File: src/hw/rtl/sobt_pkg.sv
`timescale 1ns / 1ps

package sobt_pkg;

    // Frame geometry
    localparam int ImageSize = 256;
    localparam int ColW      = $clog2(ImageSize);
    localparam int RowW      = $clog2(ImageSize + 2);
    localparam int RowFlush  = ImageSize;
    localparam int RowEnd    = ImageSize + 1;

    // Datapath widths
    localparam int PixW  = 8;
    localparam int ThrW  = 11;
    localparam int SumW  = 10;
    localparam int GradW = 11;
    localparam int SqW   = 2 * SumW;
    localparam int MagW  = SqW + 1;
    localparam int TsqW  = 2 * ThrW;
    localparam int LimW  = TsqW + 1;

    localparam logic [ThrW-1:0] ThrReset  = ThrW'(180);
    localparam logic [PixW-1:0] PixBlack  = '0;
    localparam logic [PixW-1:0] PixWhite  = '1;

    // Item kinds
    typedef enum logic {
        KIND_PIXEL = 1'b0,
        KIND_FLUSH = 1'b1
    } t_kind;

    typedef struct packed {
        t_kind            kind;
        logic [PixW-1:0]  pixel;
    } t_in_beat;

    typedef struct packed {
        logic [PixW-1:0]  edge_pixel;
        logic             last_of_frame;
    } t_out_beat;

    // One line store entry: the two rows above the incoming one
    typedef struct packed {
        logic [PixW-1:0]  upper;
        logic [PixW-1:0]  middle;
    } t_line_pair;

    typedef logic [2:0][2:0][PixW-1:0] t_taps;

    // Window handed to the gradient datapath, with border masks
    typedef struct packed {
        t_taps  taps;
        logic   top_out;
        logic   bot_out;
        logic   left_out;
        logic   right_out;
        logic   last;
    } t_win_beat;

endpackage

File: src/hw/rtl/sobt_line_store.sv
`timescale 1ns / 1ps

module sobt_line_store (
    input  logic                           i_clk,
    input  logic                           i_rd_en,
    input  logic [sobt_pkg::ColW-1:0]      i_rd_addr,
    output sobt_pkg::t_line_pair           o_rd_data,
    input  logic                           i_wr_en,
    input  logic [sobt_pkg::ColW-1:0]      i_wr_addr,
    input  sobt_pkg::t_line_pair           i_wr_data
);
    import sobt_pkg::*;

    t_line_pair r_mem [ImageSize];
    t_line_pair r_rd_data;

    // Write the shifted column back
    always_ff @(posedge i_clk) begin
        if (i_wr_en) begin
            r_mem[i_wr_addr] <= i_wr_data;
        end
    end

    // Registered read, held until the next read
    always_ff @(posedge i_clk) begin
        if (i_rd_en) begin
            r_rd_data <= r_mem[i_rd_addr];
        end
    end

    assign o_rd_data = r_rd_data;

endmodule

File: config.mk
export PLATFORM = sky130hd
export DESIGN_NAME = sobt_line_store
export DESIGN_NICKNAME = d
export VERILOG_FILES = /design/src/hw/rtl/sobt_pkg.sv /design/src/hw/rtl/sobt_line_store.sv
export SDC_FILE = /design/constraint.sdc
export NUM_CORES = 2
export LEC_CHECK = 0
export BUFFER_PORTS_ARGS = -buffer_cell sky130_fd_sc_hd__clkbuf_2
export CAP_MARGIN = 20
export CORE_ASPECT_RATIO = 1.4
export CORE_UTILIZATION = 54
export CTS_BUF_LIST = sky130_fd_sc_hd__clkbuf_4
export CTS_CLUSTER_SIZE = 14
export DETAILED_ROUTE_END_ITERATION = 10
export GPL_ROUTABILITY_DRIVEN = 0
export PLACE_DENSITY = 0.76
export SLEW_MARGIN = 30
export SYNTH_ARGS = -nofsm -noshare
export SYNTH_HDL_FRONTEND = slang
export SYNTH_SLANG_ARGS = --single-unit
File: constraint.sdc
create_clock -name i_clk -period 5.75 [get_ports i_clk]
set_input_delay 0 -clock i_clk [delete_from_list [all_inputs] [get_ports i_clk]]
set_output_delay 0 -clock i_clk [all_outputs]
set_load 0.1 [all_outputs]
==> Yosys cells after proc, flatten, opt, wreduce, memory -nomap -nowiden <==
Memories as Yosys holds them, arrays and structs flattened. A register that Yosys moved wholly into a read port is not among the register bits.
Index checks and enable logic that the tools add are counted.
{ "classes": {"n_mux": 2} }
{ "ops": {"columns": ["operator", "count"], "rows": [
  ["$mux 1", 2]
]} }
{ "totals": {"reg_bits": 0, "ram_bits": 4096, "inputBits": 35, "elab_cells": 3, "n_memories": 1} }
{ "memory_table": {"columns": ["memory", "words", "width", "read_ports", "rd_ports_with_merged_regs", "wr", "line", "source"], "rows": [
  ["r_mem", 256, 16, 1, 1, 1, "sobt_line_store.sv:14", "t_line_pair r_mem [ImageSize];"]
]} }

==> Longest topological paths before layout <==
{ "depth": {"depth_word": 2, "ltp_mapped": 12, "ltp_nobuf": 6} }

==> Least setup slack after synthesis <==
OpenSTA, ideal clock, no wires.
{ "synth_path": {"path_type": "in2reg", "startpoint": "input port i_rd_addr[0] (netlist bit)", "endpoint": "register o_rd_data[4] (netlist name)", "setup_time_ns": 0.265, "t_arrival_ns": 1.984, "required_time_ns": 5.485, "slack_ns": 3.501, "stages": 8, "path_buffers": 3, "path_cell_list": "buf_6 > buf_6 > buf_2 > mux4_2 > mux4_2 > a22o_1 > o32ai_2 > nor4_2"} }
{ "synth_rtl": {"columns": ["item", "line", "source"], "rows": [
  ["start, declared", "sobt_line_store.sv:6", "input logic [sobt_pkg::ColW-1:0] i_rd_addr,"]
]} }

==> Final worst setup path <==
{ "layout_path": {"startpoint": "input port i_wr_addr[6] (netlist bit)", "endpoint": "memory r_mem[197][3] (netlist bit) (enable)"} }
{ "layout_rtl": {"columns": ["item", "line", "source"], "rows": [
  ["start, declared", "sobt_line_store.sv:9", "input logic [sobt_pkg::ColW-1:0] i_wr_addr,"],
  ["end, declared", "sobt_line_store.sv:14", null]
]} }
No word-level cell before the write port.

==> out/results.tsv <==
stage	metric	value	unit
grt	grt_max_degree	218	
grt	antenna_found_initial	34	
timing	slew_violations	0	
final_layout	instances_no_fill	12932	
synthesis	yosys.area.top_type	edfxtp_1	
cts	numCtsBuffers	882	
timing	skew	0.0912	ns
cts	cts_tree	done	
synthesis	yosys_most_used_dff	edfxtp_1	
timing	worst_slew_margin_rel	24.1	%
cts	clk_path_buf_depth	4	
routing	finalWirelength	414000	microns
synthesis	yosysMostFrequentCell	edfxtp_1	
placement	dpl.hpwl	242000	microns
run	maxCapViolCount	0	
placement	numPortBuffers	50	
synthesis	yosysUniqueCellTypes	51	
setup_path	crit_fanout	16	
synthesis	async_flop_share	0	%
timing	min_period	3.76	ns
timing	period_share	65.5	%
timing	rsz0062_at_grt	no	
power	p_total	57800	uW
die	coreArea	0.293	sq mm
die	initial_utilization	54.3	%
power	powerDensity	325	mW/mm^2
routing	viasPerCell	6.46	
synthesis	synthTopCellsByArea	edfxtp_1 (78%), mux4_2 (11%), mux2i_1 (3.6%)	
timing	hold_viol_final	0	
timing	tns	0	ns
outcome	status	complete, no violations	
die	die-width	460	microns
cts	cts_setup_buffers	0	
power	ir_worst_vdd	0.227	mV
synthesis	ys_ff_latch	4112	
power	leakage	0.0573	uW
grt	grt_usage	27.8	%
cts	htree_levels	6	
final_layout	final_util	60.7	%
setup_path	end_kind	flop	
synthesis	netlist_instances	7360	
timing	setup_viol	0	
grt	overflow	0	
die	dieArea	0.296	sq mm
synthesis	synth_edf_count	4112	
grt	grt_pass1_vias	84194	
synthesis	synth_warnings	0	
placement	numPlacedInstances	11283	
synthesis	netlist_area	0.159	sq mm
final_layout	syn_to_final_growth	11.8	%
setup_path	cp-start-kind	primary input	
routing	wl_per_cell	32.0	microns
synthesis	synth_common_cells	edfxtp_1 (4112), mux4_2 (797), mux2i_1 (565), nor2_1 (304), o221ai_1 (252)	
synthesis	syn_nets	7395	
cts	cts_num_sinks	4112	
setup_path	worstPathRequired	6.68	ns
synthesis	syn_area_per_cell	21.6	sq um
die	pin_count	51	
routing	vias	83492	
die	num_rows	235	
die	dieHeight	644	microns
timing	tightest_slew	1.13	ns
routing	drt_pass1_iterations	8	
setup_path	worstSetupPathType	in -> reg	
grt	grt_first_pass_wirelength	587000	microns
cts	clk_pin_slew	0.07	ns
timing	fmax	0.266	GHz
routing	drt_iter0_markers	11166	
final_layout	nets	8383	
hold_path	hold_class	in -> reg	
synthesis	synth-seq-area-share	77.7	%
routing	drtAntennaViolNets	0	
final_layout	layout-drive-gt1-share	30.8	%
cts	root_buffer	clkbuf_4	
routing	drc	0	
setup_path	crit_arrival	4.70	ns
synthesis	synth_top_cell_area_share	77.7	%
cts	clock_latency	1.39	ns
-- where the power goes --
group,switching (uW),internal [uW],total [uW]
Sequential,52.5,33000,33100
Combinational,2120,1080,3200
Clock,10900,10700,21500
Total,13000,44800,57800
-- critical path: stages --
cell and delay, ns:
dlygate4sd3_1 0.66, clkbuf_2 0.28, dlygate4sd3_1 0.75, nand4_1 0.12, dlygate4sd3_1 0.60, buf_6 0.13, dlygate4sd3_1 0.75, nor2_4 0.23
dlygate4sd3_1 1.17
-- per-layer routing --
metal	wire length (microns)	up-vias	global-route usage, %
met4	28400	28	18.0
met5	176	-	0
met3	43800	1067	6.45
li1	-	33873	-
met2	204000	5855	44.9
met1	138000	42669	33.9
-- placed cells by master (no fill, tap or decap), drive strengths merged, types with 69 or more instances in the layout --
master,synthesis,layout
a21oi,175,175
buf,222,458
clkbuf,230,1285
clkinv,0,242
dlygate4sd3,0,69
edfxtp,4112,4112
mux2,88,88
mux2i,565,565
mux4,797,797
nor2,304,304
nor3,92,92
o221ai,253,253
o22ai,148,148
-- final timing paths --
kind	start	endpoint	slack, ns	depth (start not counted)
max	i_wr_addr[6]	r_mem[197][3]	1.99	9
min	i_wr_data[4]	r_mem[246][4]	0.16	4
max reg2reg	r_mem[8][2]	o_rd_data[2]	2.09	8
min reg2reg	r_mem[232][1]	o_rd_data[1]	1.20	6
-- layout make-up --
type | instances | area, sq um
clock inverters | 285 | 1570
clock buffers | 1256 | 9430
diodes | 17 | 42.5
inverters | 4 | 27.5
repair buffers | 556 | 5250
multi-input cells | 2792 | 33000
flip-flops and latches | 4112 | 123000
fillers | 19693 | 115000
well taps | 3910 | 4890
-- per-stage QoR --
step | area (sq um) | hold slack, ns | worst slack [ns]
after floorplan | 159000 | 0.0989 | 3.50
after global placement | 165000 | 0.382 | 1.37
after detailed placement | 165000 | 0.388 | 1.50
after CTS | 177000 | 0.00675 | 2.10
after global routing | 178000 | 0.106 | 2.03
final | 178000 | 0.158 | 1.99
-- state kept, by name (all words and copies together), names as in the netlist --
register,cells
o_rd_data,16
r_mem,4096
-- logic make-up after synthesis --
logic type / synth area share (%)
simple gates: 1.57
mux: 15.5
compound gates: 3.53
buf+inv: 1.69
flops: 77.7
-- what timing repair did --
item                                     CTS  global route
endpoints found under the hold margin   7866             0
hold buffers                              86             0
gates resized for setup                    0             0
endpoints found under the setup margin     0             0
(Power assumes the default switching activity.)
