<file path="src/hw/rtl/sobt_pkg.sv">
`timescale 1ns / 1ps

package sobt_pkg;

    // Frame geometry
    localparam int ImageSize = 256;
    localparam int ColW      = $clog2(ImageSize);
    localparam int RowW      = $clog2(ImageSize + 2);
    localparam int RowFlush  = ImageSize;
    localparam int RowEnd    = ImageSize + 1;

    // Datapath widths
    localparam int PixW  = 8;
    localparam int ThrW  = 11;
    localparam int SumW  = 10;
    localparam int GradW = 11;
    localparam int SqW   = 2 * SumW;
    localparam int MagW  = SqW + 1;
    localparam int TsqW  = 2 * ThrW;
    localparam int LimW  = TsqW + 1;

    localparam logic [ThrW-1:0] ThrReset  = ThrW'(180);
    localparam logic [PixW-1:0] PixBlack  = '0;
    localparam logic [PixW-1:0] PixWhite  = '1;

    // Item kinds
    typedef enum logic {
        KIND_PIXEL = 1'b0,
        KIND_FLUSH = 1'b1
    } t_kind;

    typedef struct packed {
        t_kind            kind;
        logic [PixW-1:0]  pixel;
    } t_in_beat;

    typedef struct packed {
        logic [PixW-1:0]  edge_pixel;
        logic             last_of_frame;
    } t_out_beat;

    // One line store entry: the two rows above the incoming one
    typedef struct packed {
        logic [PixW-1:0]  upper;
        logic [PixW-1:0]  middle;
    } t_line_pair;

    typedef logic [2:0][2:0][PixW-1:0] t_taps;

    // Window handed to the gradient datapath, with border masks
    typedef struct packed {
        t_taps  taps;
        logic   top_out;
        logic   bot_out;
        logic   left_out;
        logic   right_out;
        logic   last;
    } t_win_beat;

endpackage

</file>
<file path="src/hw/rtl/sobt_grad.sv">
`timescale 1ns / 1ps

module sobt_grad (
    input  logic                        i_clk,
    input  logic                        i_rst_n,
    input  logic                        i_valid,
    output logic                        o_stall,
    input  sobt_pkg::t_win_beat         i_beat,
    input  logic [sobt_pkg::ThrW-1:0]   i_threshold,
    output logic                        o_valid,
    output sobt_pkg::t_out_beat         o_data,
    input  logic                        i_stall
);
    import sobt_pkg::*;

    logic            r_v3, r_v4, r_vo;
    logic [SumW-1:0] r_ax, r_ay;
    logic [SqW-1:0]  r_sqx, r_sqy;
    logic            r3_last, r4_last;
    t_out_beat       r_out;
    logic [TsqW-1:0] r_tsq;
    logic [LimW-1:0] r_lim;

    logic            out_ready, s4_ready, s3_ready;
    t_taps           m;
    logic [SumW-1:0] gx_pos, gx_neg, gy_pos, gy_neg;
    logic [GradW-1:0] gx, gy;
    logic [SumW-1:0] ax, ay;
    logic [MagW-1:0] mag2;

    assign out_ready = !r_vo || !i_stall;
    assign s4_ready  = !r_v4 || out_ready;
    assign s3_ready  = !r_v3 || s4_ready;
    assign o_stall   = !s3_ready;

    // Zero the taps that fall outside the frame
    always_comb begin
        m = i_beat.taps;
        for (int c = 0; c < 3; c++) begin
            if (i_beat.top_out) m[0][c] = '0;
            if (i_beat.bot_out) m[2][c] = '0;
        end
        for (int r = 0; r < 3; r++) begin
            if (i_beat.left_out)  m[r][0] = '0;
            if (i_beat.right_out) m[r][2] = '0;
        end
    end

    // Horizontal and vertical kernel sums and their magnitudes
    always_comb begin
        gx_pos = SumW'(m[0][2]) + SumW'({m[1][2], 1'b0}) + SumW'(m[2][2]);
        gx_neg = SumW'(m[0][0]) + SumW'({m[1][0], 1'b0}) + SumW'(m[2][0]);
        gy_pos = SumW'(m[2][0]) + SumW'({m[2][1], 1'b0}) + SumW'(m[2][2]);
        gy_neg = SumW'(m[0][0]) + SumW'({m[0][1], 1'b0}) + SumW'(m[0][2]);
        gx     = {1'b0, gx_pos} - {1'b0, gx_neg};
        gy     = {1'b0, gy_pos} - {1'b0, gy_neg};
        ax     = gx[GradW-1] ? SumW'(-gx) : gx[SumW-1:0];
        ay     = gy[GradW-1] ? SumW'(-gy) : gy[SumW-1:0];
    end

    // Stage 3: absolute gradients
    always_ff @(posedge i_clk) begin
        if (!i_rst_n) begin
            r_v3 <= 1'b0;
        end else if (s3_ready) begin
            r_v3 <= i_valid;
        end
    end

    always_ff @(posedge i_clk) begin
        if (s3_ready && i_valid) begin
            r_ax    <= ax;
            r_ay    <= ay;
            r3_last <= i_beat.last;
        end
    end

    // Stage 4: squares
    always_ff @(posedge i_clk) begin
        if (!i_rst_n) begin
            r_v4 <= 1'b0;
        end else if (s4_ready) begin
            r_v4 <= r_v3;
        end
    end

    always_ff @(posedge i_clk) begin
        if (s4_ready && r_v3) begin
            r_sqx   <= SqW'(r_ax) * SqW'(r_ax);
            r_sqy   <= SqW'(r_ay) * SqW'(r_ay);
            r4_last <= r3_last;
        end
    end

    // Threshold limit T*T+T+1, settled well before any beat reaches it
    always_ff @(posedge i_clk) begin
        r_tsq <= TsqW'(i_threshold) * TsqW'(i_threshold);
        r_lim <= {1'b0, r_tsq} + LimW'(i_threshold) + LimW'(1);
    end

    assign mag2 = {1'b0, r_sqx} + {1'b0, r_sqy};

    // Output register: compare and hold while stalled
    always_ff @(posedge i_clk) begin
        if (!i_rst_n) begin
            r_vo <= 1'b0;
        end else if (out_ready) begin
            r_vo <= r_v4;
        end
    end

    always_ff @(posedge i_clk) begin
        if (out_ready && r_v4) begin
            r_out.edge_pixel    <= (LimW'(mag2) >= r_lim) ? PixBlack : PixWhite;
            r_out.last_of_frame <= r4_last;
        end
    end

    assign o_valid = r_vo;
    assign o_data  = r_out;

    // Limit matches a threshold that has stayed stable while it passed r_tsq and r_lim
    a_lim_tracks: assert property (@(posedge i_clk) disable iff (!i_rst_n)
        ($stable(i_threshold) && $past($stable(i_threshold)))
        |-> (r_lim == LimW'(TsqW'(i_threshold) * TsqW'(i_threshold))
                      + LimW'(i_threshold) + LimW'(1)))
        else $error("threshold limit out of step");

    // A result is only black or white
    a_out_levels: assert property (@(posedge i_clk) disable iff (!i_rst_n)
        o_valid |-> (o_data.edge_pixel == PixBlack || o_data.edge_pixel == PixWhite))
        else $error("edge pixel neither black nor white");

endmodule

</file>
<file path="config.mk">
export PLATFORM = sky130hd
export DESIGN_NAME = sobt_grad
export DESIGN_NICKNAME = d
export VERILOG_FILES = /design/src/hw/rtl/sobt_pkg.sv /design/src/hw/rtl/sobt_grad.sv
export SDC_FILE = /design/constraint.sdc
export NUM_CORES = 1
export LEC_CHECK = 0
export BUFFER_PORTS_ARGS = -buffer_cell sky130_fd_sc_hd__buf_2
export CORE_MARGIN = 5
export CORE_UTILIZATION = 40
export DETAILED_ROUTE_END_ITERATION = 12
export GPL_ROUTABILITY_DRIVEN = 0
export PLACE_DENSITY = 0.55
export SYNTH_ARGS = -nofsm -noshare
export SYNTH_HDL_FRONTEND = slang
export SYNTH_SLANG_ARGS = --single-unit
</file>
<file path="constraint.sdc">
create_clock -name i_clk -period 5.95 [get_ports i_clk]
set_input_delay 0.2975 -clock i_clk [delete_from_list [all_inputs] [get_ports i_clk]]
set_output_delay 0.2975 -clock i_clk [all_outputs]
set_load 0.005 [all_outputs]
</file>
# --- Yosys cells after proc, flatten, opt, wreduce, memory -nomap -nowiden ---
# Index checks and enable logic that the tools add are counted.
totals:
  rom_bits: 0
  elab_cells: 58
  latchBits: 0
  ff_bits: 119
  mem_count: 0
  mem_bits_rw: 0
op_classes:
  n_eq_ne: 0
  addsub: 15
  n_mux: 15
  div_mod_pow: 0
  n_reduce_logical: 11
  n_mul: 3
  bitwise_logic: 0
  shift: 0
  magnitude_cmp: 1
op_table:
  columns: ["cell", "n"]
  rows:
  - ["$mux W8", 13]
  - ["$add A10 B8 Y10", 4]
  - ["$add A8 B9 Y10", 4]
  - ["$mul A10 B10 Y20", 2]
  - ["$add A22 B11 Y23", 1]
  - ["$add A23 B1 Y23 const B", 1]
  - ["$ge A21 B23 Y1", 1]
  - ["$mul A11 B11 Y22", 1]
  - ["$sub A10 B10 Y11", 2]
  - ["$add A20 B20 Y21", 1]
  - ["$mux W10", 2]
  - ["$neg A10 Y10", 2]
  - ["$logic_not A1 Y1", 5]
  - ["$logic_and A1 B1 Y1", 3]
  - ["$logic_or A1 B1 Y1", 3]

# --- Depth between registers and ports, before layout ---
depth:
  ltp_word: 7
  mapped_depth: 20

# --- Least setup slack after synthesis ---
# Ideal clock, no wire load.
synth_path:
  path_type: "register to register"
  startpoint: "reg r_ax[7]"
  endpoint: "reg r_sqx[19] (data pin)"
  n_path_buf: 1
  path_stages_with_launch: 17
  period_less_slack_ps: 5086
  setup_slack_ps: 864
  arrival_ps: 4927
  path_cell_list: "edfxtp_1 clkbuf_1 nand2_1 inv_1 fa_1 fa_1 fa_1 fa_1 fa_1 ha_1 a21o_1 a21o_1 a2111oi_4 a21oi_2 o41ai_4 nor2_1 a211oi_2"
synth_via:
  elab_chain_len: 1
synth_rtl:
  columns: ["element", "line_no", "rtl"]
  rows:
  - ["start, declared", "sobt_grad.sv:17", "logic [SumW-1:0] r_ax, r_ay;"]
  - ["start signal, assigned", "sobt_grad.sv:72", "r_ax <= ax;"]
  - ["$mul A10 B10 Y20", "sobt_grad.sv:89", "r_sqx <= SqW'(r_ax) * SqW'(r_ax);"]
  - ["end signal, assigned", "sobt_grad.sv:89", null]
  - ["end, declared", "sobt_grad.sv:18", "logic [SqW-1:0] r_sqx, r_sqy;"]
# Every way passes these cells.
# A chain may end at the register's enable or synchronous reset.

# --- Final worst setup path ---
layout_path:
  startpoint: "reg r_ax[7]"
  endpoint: "reg r_sqx[18] (data pin)"
# The elaborated chain is that of the path after synthesis.

==> run metrics <==
Worst R2R Start r_ax[7]; Final Max Slew Viols 0; fmax 0.1859 GHz; Yosys top cell area share 26.14%; reg-to-reg setup timing slack 570 ps; utilization after layout 43.89%; FP Rows 74; Iter 0 DRT Violations 433; commonest cells in the netlist 390 x inv_1, 228 x ha_1, 218 x fa_1, 116 x nand2_1, 94 x and2_1; critical path's largest stage delay 670 ps; CP most frequent cell fa_1; Slew @ Worst Pin 1070 ps; detailed-route via count 11500; Reg2Reg Depth 15; total track usage 14.92%; vias in the first global route 12460; Vias/cell 4.812; total CTS buffers 9; run status finished clean; DIE WIDTH 214.3 µm; Pre-Repair DR Iteration Count 5; DP HPWL 28260 µm; delay-heaviest family, CP adder cells; YS warnings 0; Die ar. 0.04592 mm²; setup violators final 0; per-cell routed wire length 13.70 µm; initial core utilization 40.70%; Hold/Removal Path Class in2reg; Post-synth EDFFs 62; Slew headroom 28.51%; Avg Cell Area, Syn 9.347 µm²; CTS max path bufs 2; Synth Net Count 2324; clock skew 11.82 ps; startpoint type of the worst setup path flop; final period utilization 90.40%; hold path cells 1; Post-CTS Resized 0; hold-fix buffers at CTS 0; CP Buf/Inv Count 1; CTS clock-pin slew for the worst setup and hold paths 90 ps; Hold EP r3_last; final hold vios 0; multi-input logic area 0.01225 mm²; FF+latch count, synth 109; PortBufs 94; Critical Path Fanout Max 12; core outline area 0.04102 mm²; Nets 2390; Boundary Pins 103; antenna violations before repair 0; Cells after Synth 1786; Area contributors post-synth fa_1 26%, ha_1 17%, edfxtp_1 11%; crit path time final 5379 ps; top-count cell post-synth inv_1; H-Tree Depth 3; CTS Sinks 109; post-synthesis sequential area ratio 16.79%; Worst EP arrival 5490 ps; critical-path cell list nand2_1 -> inv_1 -> fa_1 -> fa_1 -> fa_1 -> fa_1 -> fa_1 -> ha_1 -> and3_1 -> or2_1 -> o22a_1 -> o31a_1 -> a41o_1 -> o41ai_2 -> xnor2_1; FFs w/ async S/R, synth 0%; largest net degree at the start of global routing 40; Yosys top cell by area fa_1; reg-to-reg endpoint r_sqx[18]; root buf cell clkbuf_16; Main synth FF type edfxtp_1; CTS tree yes; first-pass GRT wire length 58230 µm; share of post-route cells with drive strength above 1 7.485%; Layout area overhead 7.832%; Cell Area, Synth 0.01669 mm²; Fillers 4053; final setup TNS 0 ps; hold path startpoint i_beat[0]; RSZ-0062 raised after global routing no; critical path type reg2reg; Final ANT Viol Nets 0; Max-Cap Viols 0; Post-Route WL 32720 µm; die height 214.3 µm; CP Capture Type flop; n_diodes 0; Reg area 0.002803 mm²; Crit-path slowest cell edfxtp_1; Worst-Skew Late Latency 370 ps; postcts setup bufs 0; grt ovf 0; Crit path required time 6060 ps; Cell variety after synth 69; drc violations 0
-- layout make-up --
| cell class | instances | share of cell area, % |
|---|---|---|
| tap | 532 | 3.698 |
| clock inverter | 6 | 0.3823 |
| timing repair buffer | 98 | 2.780 |
| sequential | 109 | 15.57 |
| multi-input combinational | 1244 | 68.05 |
| clock buffer | 10 | 1.390 |
| inverter | 390 | 8.132 |
-- flip-flops by register name, summed over array words and instances (netlist names) --
| signal | count |
|---|---|
| o_data | 2 |
| o_valid | 1 |
| r3_last | 1 |
| r4_last | 1 |
| r_ax | 10 |
| r_ay | 10 |
| r_lim | 23 |
| r_sqx | 19 |
| r_sqy | 19 |
| r_tsq | 21 |
| r_v3 | 1 |
| r_v4 | 1 |
-- cells by family (layout without fill, tap and decap cells) --
logic type	after synthesis	count (layout)	synth area share [%]
AOI/OAI and AO/OA	241	241	9.984
xor gates and xnor gates	126	126	6.611
adders and majority gates	446	446	43.23
buffers and inverters	433	504	9.894
DFF	109	109	16.79
muxes	9	9	0.5771
and+or+nand+nor	422	422	12.91
-- per-layer routing --
metal	GRT usage [%]	vias to the layer above	routed length [µm]
met5	0	-	0
met4	3.393	0	493
met3	1.680	34	817
met2	26.53	137	16230
met1	19.63	5483	15180
li1	-	5842	-
-- per-stage QoR --
step / cells / setup slack [ps] / hold WS (ps) / area, µm²
floorplan: 1786 / 864.4 / 325.2 / 16690
global placement: 2373 / 595.7 / 404.6 / 17680
detailed placement: 2373 / 571.2 / 404.5 / 17680
CTS: 2389 / 520.3 / 95.06 / 18000
global route: 2389 / 193.7 / 101.7 / 18000
finish: 2389 / 570.9 / 111.2 / 18000
-- how the worst max path moves through the flow --
stage	startpoint	to	slack (ps)	depth (start not counted)
6_report	r_ax[7]	r_sqx[18]	570	15
5_1_grt	r_ay[2]	r_sqy[19]	190	18
4_1_cts	r_ax[7]	r_sqx[19]	520	15
3_5_place_dp	r_ay[1]	r_sqy[19]	570	17
3_3_place_gp	i_threshold[10]	r_tsq[19]	600	18
2_1_floorplan	r_ax[7]	r_sqx[19]	860	16
-- cell usage in the layout, fill, tap and decap left out, drive strengths merged, types with 47 or more instances in the layout --
master / instances
ha: 228
and2: 94
nor2: 72
xnor2: 85
dfxtp: 47
inv: 393
nand2: 116
fa: 218
edfxtp: 62
buf: 98
a21oi: 68
Power is not shown: default switching activity piles up to over one toggle a cycle in this logic, so the estimate is an artifact.
