$ cat src/hw/rtl/sobt_pkg.sv
`timescale 1ns / 1ps

package sobt_pkg;

    // Frame geometry
    localparam int ImageSize = 256;
    localparam int ColW      = $clog2(ImageSize);
    localparam int RowW      = $clog2(ImageSize + 2);
    localparam int RowFlush  = ImageSize;
    localparam int RowEnd    = ImageSize + 1;

    // Datapath widths
    localparam int PixW  = 8;
    localparam int ThrW  = 11;
    localparam int SumW  = 10;
    localparam int GradW = 11;
    localparam int SqW   = 2 * SumW;
    localparam int MagW  = SqW + 1;
    localparam int TsqW  = 2 * ThrW;
    localparam int LimW  = TsqW + 1;

    localparam logic [ThrW-1:0] ThrReset  = ThrW'(180);
    localparam logic [PixW-1:0] PixBlack  = '0;
    localparam logic [PixW-1:0] PixWhite  = '1;

    // Item kinds
    typedef enum logic {
        KIND_PIXEL = 1'b0,
        KIND_FLUSH = 1'b1
    } t_kind;

    typedef struct packed {
        t_kind            kind;
        logic [PixW-1:0]  pixel;
    } t_in_beat;

    typedef struct packed {
        logic [PixW-1:0]  edge_pixel;
        logic             last_of_frame;
    } t_out_beat;

    // One line store entry: the two rows above the incoming one
    typedef struct packed {
        logic [PixW-1:0]  upper;
        logic [PixW-1:0]  middle;
    } t_line_pair;

    typedef logic [2:0][2:0][PixW-1:0] t_taps;

    // Window handed to the gradient datapath, with border masks
    typedef struct packed {
        t_taps  taps;
        logic   top_out;
        logic   bot_out;
        logic   left_out;
        logic   right_out;
        logic   last;
    } t_win_beat;

endpackage

$ cat src/hw/rtl/sobt_window.sv
`timescale 1ns / 1ps

module sobt_window (
    input  logic                       i_clk,
    input  logic                       i_rst_n,
    input  logic                       i_valid,
    output logic                       o_stall,
    input  sobt_pkg::t_in_beat         i_data,
    output logic                       o_rd_en,
    output logic [sobt_pkg::ColW-1:0]  o_rd_addr,
    input  sobt_pkg::t_line_pair       i_rd_data,
    output logic                       o_wr_en,
    output logic [sobt_pkg::ColW-1:0]  o_wr_addr,
    output sobt_pkg::t_line_pair       o_wr_data,
    output logic                       o_valid,
    output sobt_pkg::t_win_beat        o_beat,
    input  logic                       i_stall
);
    import sobt_pkg::*;

    // Stream position of the next item
    logic [ColW-1:0] r_col, n_col;
    logic [RowW-1:0] r_row, n_row;

    // Stage 1: line store read in flight
    logic            r_v1;
    logic [ColW-1:0] r1_col;
    logic [PixW-1:0] r1_inc;
    logic            r1_produce, r1_top, r1_bot, r1_left, r1_right, r1_last;

    // Stage 2: window and masks
    logic            r_v2;
    t_taps           r_win;
    logic            r2_top, r2_bot, r2_left, r2_right, r2_last;

    logic            accept, s1_adv, s2_ready;
    logic            col_zero;
    logic [PixW-1:0] incoming;

    assign s2_ready = !r_v2 || !i_stall;
    assign s1_adv   = r_v1 && s2_ready;
    assign o_stall  = r_v1 && !s2_ready;
    assign accept   = i_valid && !o_stall;

    // Flush in a pixel slot reads as zero; pixels past the frame are ignored
    assign incoming = (i_data.kind == KIND_PIXEL && r_row < RowW'(ImageSize))
                      ? i_data.pixel : '0;
    assign col_zero = (r_col == '0);

    // Advance position, wrap after the final flush beat
    always_comb begin
        if (r_row == RowW'(RowEnd)) begin
            n_col = '0;
            n_row = '0;
        end else if (r_col == ColW'(ImageSize - 1)) begin
            n_col = '0;
            n_row = r_row + RowW'(1);
        end else begin
            n_col = r_col + ColW'(1);
            n_row = r_row;
        end
    end

    always_ff @(posedge i_clk) begin
        if (!i_rst_n) begin
            r_col <= '0;
            r_row <= '0;
        end else if (accept) begin
            r_col <= n_col;
            r_row <= n_row;
        end
    end

    // Stage 1 capture
    always_ff @(posedge i_clk) begin
        if (!i_rst_n) begin
            r_v1 <= 1'b0;
        end else if (accept) begin
            r_v1 <= 1'b1;
        end else if (s1_adv) begin
            r_v1 <= 1'b0;
        end
    end

    always_ff @(posedge i_clk) begin
        if (accept) begin
            r1_col     <= r_col;
            r1_inc     <= incoming;
            r1_produce <= (!col_zero && r_row != '0) || (col_zero && r_row >= RowW'(2));
            r1_top     <= col_zero ? (r_row == RowW'(2)) : (r_row == RowW'(1));
            r1_bot     <= col_zero ? (r_row == RowW'(RowEnd)) : (r_row == RowW'(RowFlush));
            r1_left    <= (r_col == ColW'(1));
            r1_right   <= col_zero;
            r1_last    <= col_zero && (r_row == RowW'(RowEnd));
        end
    end

    // Read at accept, write back the rotated column as stage 1 leaves
    assign o_rd_en          = accept;
    assign o_rd_addr        = r_col;
    assign o_wr_en          = s1_adv;
    assign o_wr_addr        = r1_col;
    assign o_wr_data.upper  = i_rd_data.middle;
    assign o_wr_data.middle = r1_inc;

    // Shift window and load the new column; drop beats without a result
    always_ff @(posedge i_clk) begin
        if (!i_rst_n) begin
            r_v2  <= 1'b0;
            r_win <= '0;
        end else if (s1_adv) begin
            r_v2 <= r1_produce;
            for (int r = 0; r < 3; r++) begin
                r_win[r][0] <= r_win[r][1];
                r_win[r][1] <= r_win[r][2];
            end
            r_win[0][2] <= i_rd_data.upper;
            r_win[1][2] <= i_rd_data.middle;
            r_win[2][2] <= r1_inc;
        end else if (s2_ready) begin
            r_v2 <= 1'b0;
        end
    end

    always_ff @(posedge i_clk) begin
        if (s1_adv) begin
            r2_top   <= r1_top;
            r2_bot   <= r1_bot;
            r2_left  <= r1_left;
            r2_right <= r1_right;
            r2_last  <= r1_last;
        end
    end

    assign o_valid          = r_v2;
    assign o_beat.taps      = r_win;
    assign o_beat.top_out   = r2_top;
    assign o_beat.bot_out   = r2_bot;
    assign o_beat.left_out  = r2_left;
    assign o_beat.right_out = r2_right;
    assign o_beat.last      = r2_last;

    // Read and write of one cycle never meet at the same column, except at the
    // frame wrap, where the stale read only lands in taps that are masked
    a_no_same_entry: assert property (@(posedge i_clk) disable iff (!i_rst_n)
        (accept && s1_adv && !(r_row == '0 && r_col == '0)) |-> (r_col != r1_col))
        else $error("line store read and write collide");

    // Position wraps to zero after the final flush beat
    a_frame_wrap: assert property (@(posedge i_clk) disable iff (!i_rst_n)
        (accept && r_row == RowW'(RowEnd)) |=> (r_row == '0 && r_col == '0))
        else $error("position did not wrap at end of frame");

endmodule

$ cat config.mk
export PLATFORM = sky130hd
export DESIGN_NAME = sobt_window
export DESIGN_NICKNAME = d
export VERILOG_FILES = /design/src/hw/rtl/sobt_pkg.sv /design/src/hw/rtl/sobt_window.sv
export SDC_FILE = /design/constraint.sdc
export NUM_CORES = 1
export LEC_CHECK = 0
export BUFFER_PORTS_ARGS = -buffer_cell sky130_fd_sc_hd__clkbuf_2
export CORE_UTILIZATION = 50
export CTS_CLUSTER_DIAMETER = 60
export DETAILED_ROUTE_END_ITERATION = 16
export GPL_TIMING_DRIVEN = 0
export MAX_ROUTING_LAYER = met4
export PLACE_DENSITY = 0.83
export SLEW_MARGIN = 10
export SYNTH_ARGS = -nofsm -noshare
export SYNTH_HDL_FRONTEND = slang
export SYNTH_SLANG_ARGS = --single-unit
$ cat constraint.sdc
create_clock -name i_clk -period 2.25 [get_ports i_clk]
set_clock_uncertainty 0.15 [all_clocks]
set_input_delay 0.45 -clock i_clk [delete_from_list [all_inputs] [get_ports i_clk]]
set_output_delay 0.45 -clock i_clk [all_outputs]
set_load 0.05 [all_outputs]
; ---- Word level (Yosys, flattened, before mapping)
; Index checks and enable logic that the tools add are counted.
[word_totals]
out_inout_bits = 113
word_cells = 67
inputBits = 29
reg_bits = 118
[op_classes]
n_eq_ne = 6
n_mux = 10
n_bitwise = 1
n_addsub = 2
n_reduce_logical = 20
magnitude_cmp = 2
[ops]
columns = operator, count
row1 = 9-bit equality test (second input constant), 2
row2 = 9-bit 2-to-1 mux, 2
row3 = 8-bit 2-to-1 mux, 2
row4 = 9-bit by 1-bit adder with 9-bit output (second input constant), 1
row5 = 9-bit by 1-bit equality test with 1-bit output (second input constant), 1
row6 = 9-bit by 2-bit equality test with 1-bit output (second input constant), 1
row7 = 9-bit by 2-bit >= comparator with 1-bit output (second input constant), 1
row8 = 9-bit less-than comparator (second input constant), 1
row9 = 9-bit nonzero test, 1
row10 = 8-bit by 1-bit adder with 8-bit output (second input constant), 1
row11 = 8-bit by 1-bit equality test with 1-bit output (second input constant), 1
row12 = 8-bit equality test (second input constant), 1
row13 = 8-bit zero test, 1
row14 = 1-bit logical AND, 7
row15 = 1-bit 2-to-1 mux, 6
row16 = 2-bit nonzero test, 3
row17 = 1-bit zero test, 5
row18 = 1-bit logical OR, 2
row19 = 2-bit AND reduction, 1
row20 = 1-bit inverter, 1

; ---- Logic depth before layout (Yosys ltp)
[logic_depth]
word_depth = 7
mapped_depth = 6
ltp_nobuf = 5

; ---- Worst setup path before layout
; No wires, ideal clock.
[synth_path]
path_type = register -> register
start = register r_v2 (netlist: o_valid)
end = register r_row[0]
path_buffers = 0
path_slack_ns = -0.251
setup_time_ns = 0.093
period_less_slack_ns = 2.501
arrival_ns = 2.258
required_time_ns = 2.007
path_stages_with_launch = 6
cell_sequence = dfxtp_1 -> nand3_1 -> nand2_1 -> inv_1 -> nand2_1 -> o32ai_1
[synth_via]
elab_chain_cells = 7
[synth_rtl]
columns = element, line
row1 = start: declaration, sobt_window.sv:32  ; logic r_v2;
row2 = start signal: assignment, sobt_window.sv:112  ; r_v2 <= r1_produce;
row3 = 1-bit zero test, sobt_window.sv:40  ; assign s2_ready = !r_v2 || !i_stall;
row4 = 1-bit logical OR, sobt_window.sv:40
row5 = 1-bit zero test, sobt_window.sv:42  ; assign o_stall = r_v1 && !s2_ready;
row6 = 1-bit logical AND, sobt_window.sv:42
row7 = 1-bit zero test, sobt_window.sv:43  ; assign accept = i_valid && !o_stall;
row8 = 1-bit logical AND, sobt_window.sv:43
row9 = named net o_rd_en, sobt_window.sv:9  ; output logic o_rd_en,
row10 = 2-bit AND reduction (no line), --
row11 = end signal: assignment, sobt_window.sv:70  ; r_row <= n_row;
row12 = end: declaration, sobt_window.sv:23  ; logic [RowW-1:0] r_row, n_row;
; The timed path passes the listed nets, and every way through them passes these cells.
; A chain may end at the register's enable or synchronous reset.

; ---- Final worst setup path
[layout_path]
start = register r_v2 (netlist: o_valid)
end = output port o_wr_en
[layout_via]
elab_chain_cells = 3
[layout_rtl]
columns = element, line
row1 = 1-bit zero test, sobt_window.sv:40
row2 = 1-bit logical OR, sobt_window.sv:40
row3 = 1-bit logical AND, sobt_window.sv:41  ; assign s1_adv = r_v1 && s2_ready;
row4 = end: declaration, sobt_window.sv:12  ; output logic o_wr_en,
; No other way between the ends.

==> results.txt <==
* Outcome: finished, final reports clean
* Hold crit path type: input pin to register
- CTS tree: done
- The clock tree synthesis step divided the H-tree into 4 levels.
- Total count of max-transition violations in the final report: 0
* Highest clock rate: 455.3 MHz
- The initial utilization of the core area, before any placement, comes to 51.66%.
- The completed layout was analyzed and its total power is 5.407 mW.
* Placement row count: 34
- STA classifies the critical path startpoint as a register.
- Setup repair after global routing could not meet its margin everywhere.
- After synthesis, the share of flip-flops with an asynchronous set or reset is 0%.
- Per report_power, the clock group accounts for 48.5% of the total.
- Area growth from synthesis to layout: 33.41%
* Die footprint: about 0.0094 mm2
- Worst path setup slack after routing: 53.53 ps
- Buffer depth of the longest clock path: 2
* Die Wd: 96.93 um
- Syn_nets: 534
- DP Wirelength: 7971 um
- Worst-Skew Late Latency: 510 ps
- Number of standard cells after synthesis: 499
* Die Y-Extent: a little under 100 um
- Share of power burned in combinational logic: 9.5%
* Data required, critical path: 1650 ps
- WL per Instance: roughly 14 um
* Clock input transition at the sequential cells of the worst setup and hold paths: around 60 ps
- Sw Share: 26.09%
* Mapped Avg Cell Area: 9.029 um2
* Transition time at the pin with the least slew margin: 665.9 ps
- Worst vdd rail ir drop: 0.0004831 V
- After synthesis, the largest area contributor takes up 40.43% of total cell area.
- For this run, the leading register cell type out of synthesis is dfxtp_1.
- STA classifies the critical path endpoint as a primary output.
* Post-Route Utilization: 68.92%
- Internal power comes to 3.997 mW.
- Ranked by total cell area, the synthesized netlist is headed by dfxtp_1 (40%), edfxtp_1 (18%), nand2_1 (14%).
- Net switching component of the power: 1.411 mW
- Clock net sink count: 118
* Synthesized area: 0.004506 mm2
* Final Hold Fails: 0
- FF+latch count, synth: roughly 120
- Commonest cells after routing, fill and taps aside: nand2_1 (162), clkbuf_2 (140), dfxtp_1 (90)
- After detailed routing, the number of remaining DRC violations is 0.
- The first global-routing pass estimated about 18000 um of wire.
- Setup violations remaining at the end of the flow were counted as 0.
- Remaining Overflow, GRT: 0
- Overall via count from detail_route: 4124
- Library cells used by synthesis: 42
* Total of buffers placed on input and output ports: roughly 140
- Antenna violations before repair: 0
- Clk root buf: clkbuf_8
- The floorplan step defined a core boundary enclosing 0.008721 mm2.
- The congestion estimate from routability-driven global placement came to around 0.9.
* Final min period: around 2200 ps
- The pre-antenna-repair detailed-routing pass consisted of 4 iterations.
- Vias in the first global route: approximately 3800
- Commonest non-fill, non-tap cell in the layout: nand2_1
* Antenna-violating nets left: 0
* Synth warnings: 0
- Ant diodes: 0
* Seq pwr share: around two fifths
- Ratio of final minimum period to clock period: 97.62%
* DR vias/cell: 5.260
- Total Negative Setup Slacks: 0 ps
* Tot GR Track Use: between 20% and 30%
* Worst EP arrival: roughly 1600 ps
- Entering global routing, the biggest net connects 17 pins.
- Number of enable-type register cells in the synthesized netlist: 27
- dfxtp_1 takes more of the synthesized area than any other cell.
- Max-capacitance violation count: 0
- Crit path max fanout: 12
- Cell leakage power: 2.493 nW
- In this run the power density over the cells is 899.6 mW/mm2.
- Sequential element share of the synthesized area: 58.43%
- In this run the count of I/O pins placed on the die edge is between 100 and 150.
- Number of buffers added by the clock tree synthesis step: 17
* Initial DRC count: 227
- Worst slew margin: 55.36%
* Number of nets at the end of the flow: 699
* Total length of routed wires: 11330 um
* Critical Setup Path Class: register to primary output
- In the final layout, the share of cells above drive strength 1 is between 20% and 30%.
- Prior to clock tree synthesis, the placed netlist has a worst setup slack of -576.2 ps.
-- state kept, by name, summed over array words and instances, names as in the netlist --
name / cells
r2_right: 1
o_beat: 72
o_rd_addr: 8
o_valid: 1
r2_top: 1
r1_right: 1
r1_produce: 1
r1_bot: 1
r1_last: 1
r_row: 9
r1_inc: 8
r2_bot: 1
r2_left: 1
r1_top: 1
r_v1: 1
r2_last: 1
r1_left: 1
o_wr_addr: 8
-- worst paths after layout --
check               end           from  cells past startpoint  slack [ps]
min          o_beat[24]  i_rd_data[11]                      3          20
max             o_wr_en        o_valid                      4          50
min reg2reg     r2_last        r1_last                      0         270
max reg2reg    r_row[8]   o_rd_addr[0]                      5         180
-- kinds of logic after synthesis --
group	count (synthesis)	share of synthesized area (%)
muxes	4	0.8887
and+or+nand+nor	223	21.99
adders and majority gates	6	1.666
buffers and inverters	49	5.193
xor gates and xnor gates	3	0.5833
DFF	118	58.43
AOI/OAI and AO/OA	96	11.25
-- layout make-up --
| class | count | area (um2) |
|---|---|---|
| Buffer | 37 | 188.9 |
| Tap cell | 108 | 135.1 |
| Clock buffer | 18 | 439.2 |
| Clock inverter | 13 | 145.1 |
| Sequential cell | 118 | 2634 |
| Fill cell | 674 | 2710 |
| Multi-Input combinational cell | 332 | 1667 |
| Timing Repair Buffer | 145 | 743.2 |
| Inverter | 11 | 50.05 |
| Timing Repair inverter | 2 | 8.758 |
-- layer usage --
layer	up-vias	routed length (um)	track usage (%)
li1	2012	-	-
met1	1907	4758	31.87
met2	185	5555	40.52
met3	20	817	5.058
met4	0	201	11.60
met5	-	0	-
-- power by group through the flow --
| stage | Sequential (mW) | Combinational (mW) | Clock (mW) |
|---|---|---|---|
| floorplan | 2.47 | 0.197 | 0 |
| CTS | 2.27 | 0.512 | 2.65 |
| global route | 2.28 | 0.542 | 2.75 |
| detailed placement | 2.32 | 0.499 | 0 |
| global placement | 2.31 | 0.493 | 0 |
| finish | 2.27 | 0.512 | 2.62 |
-- critical path: stages, from the launching register on --
cell and delay (ps):
dfxtp_2 360, nand2_1 110, nand2_4 190, clkinv_4 170
clkbuf_4 250
-- synthesized netlist by cell type (6+ instances only) --
cell,count
nand3_1,10
clkbuf_1,18
dfxtp_1,91
nand2_1,164
a21oi_1,82
buf_1,6
ha_1,6
buf_4,13
edfxtp_1,27
and2_1,8
nand4_1,9
nor2_1,8
inv_1,10
-- through the flow --
stage	cells	hold slack, ps	area (um2)
after detailed placement	748	259.3	5354
after CTS	784	4.552	5998
final	784	20.78	6011
after global routing	784	11.89	6011
after floorplan	499	250.3	4513
after global placement	748	252.4	5354
-- what timing repair did --
| item | in CTS | in global routing |
|---|---|---|
| endpoints found under the hold margin | 2 | 0 |
| hold buffers | 2 | 0 |
| resized for setup | 6 | 3 |
| cloned | 2 | 0 |
| pin swaps | 1 | 0 |
| buffers inserted | 2 | 0 |
| setup endpoints to repair | 2 | 1 |
Power figures use the tool's default switching activity.
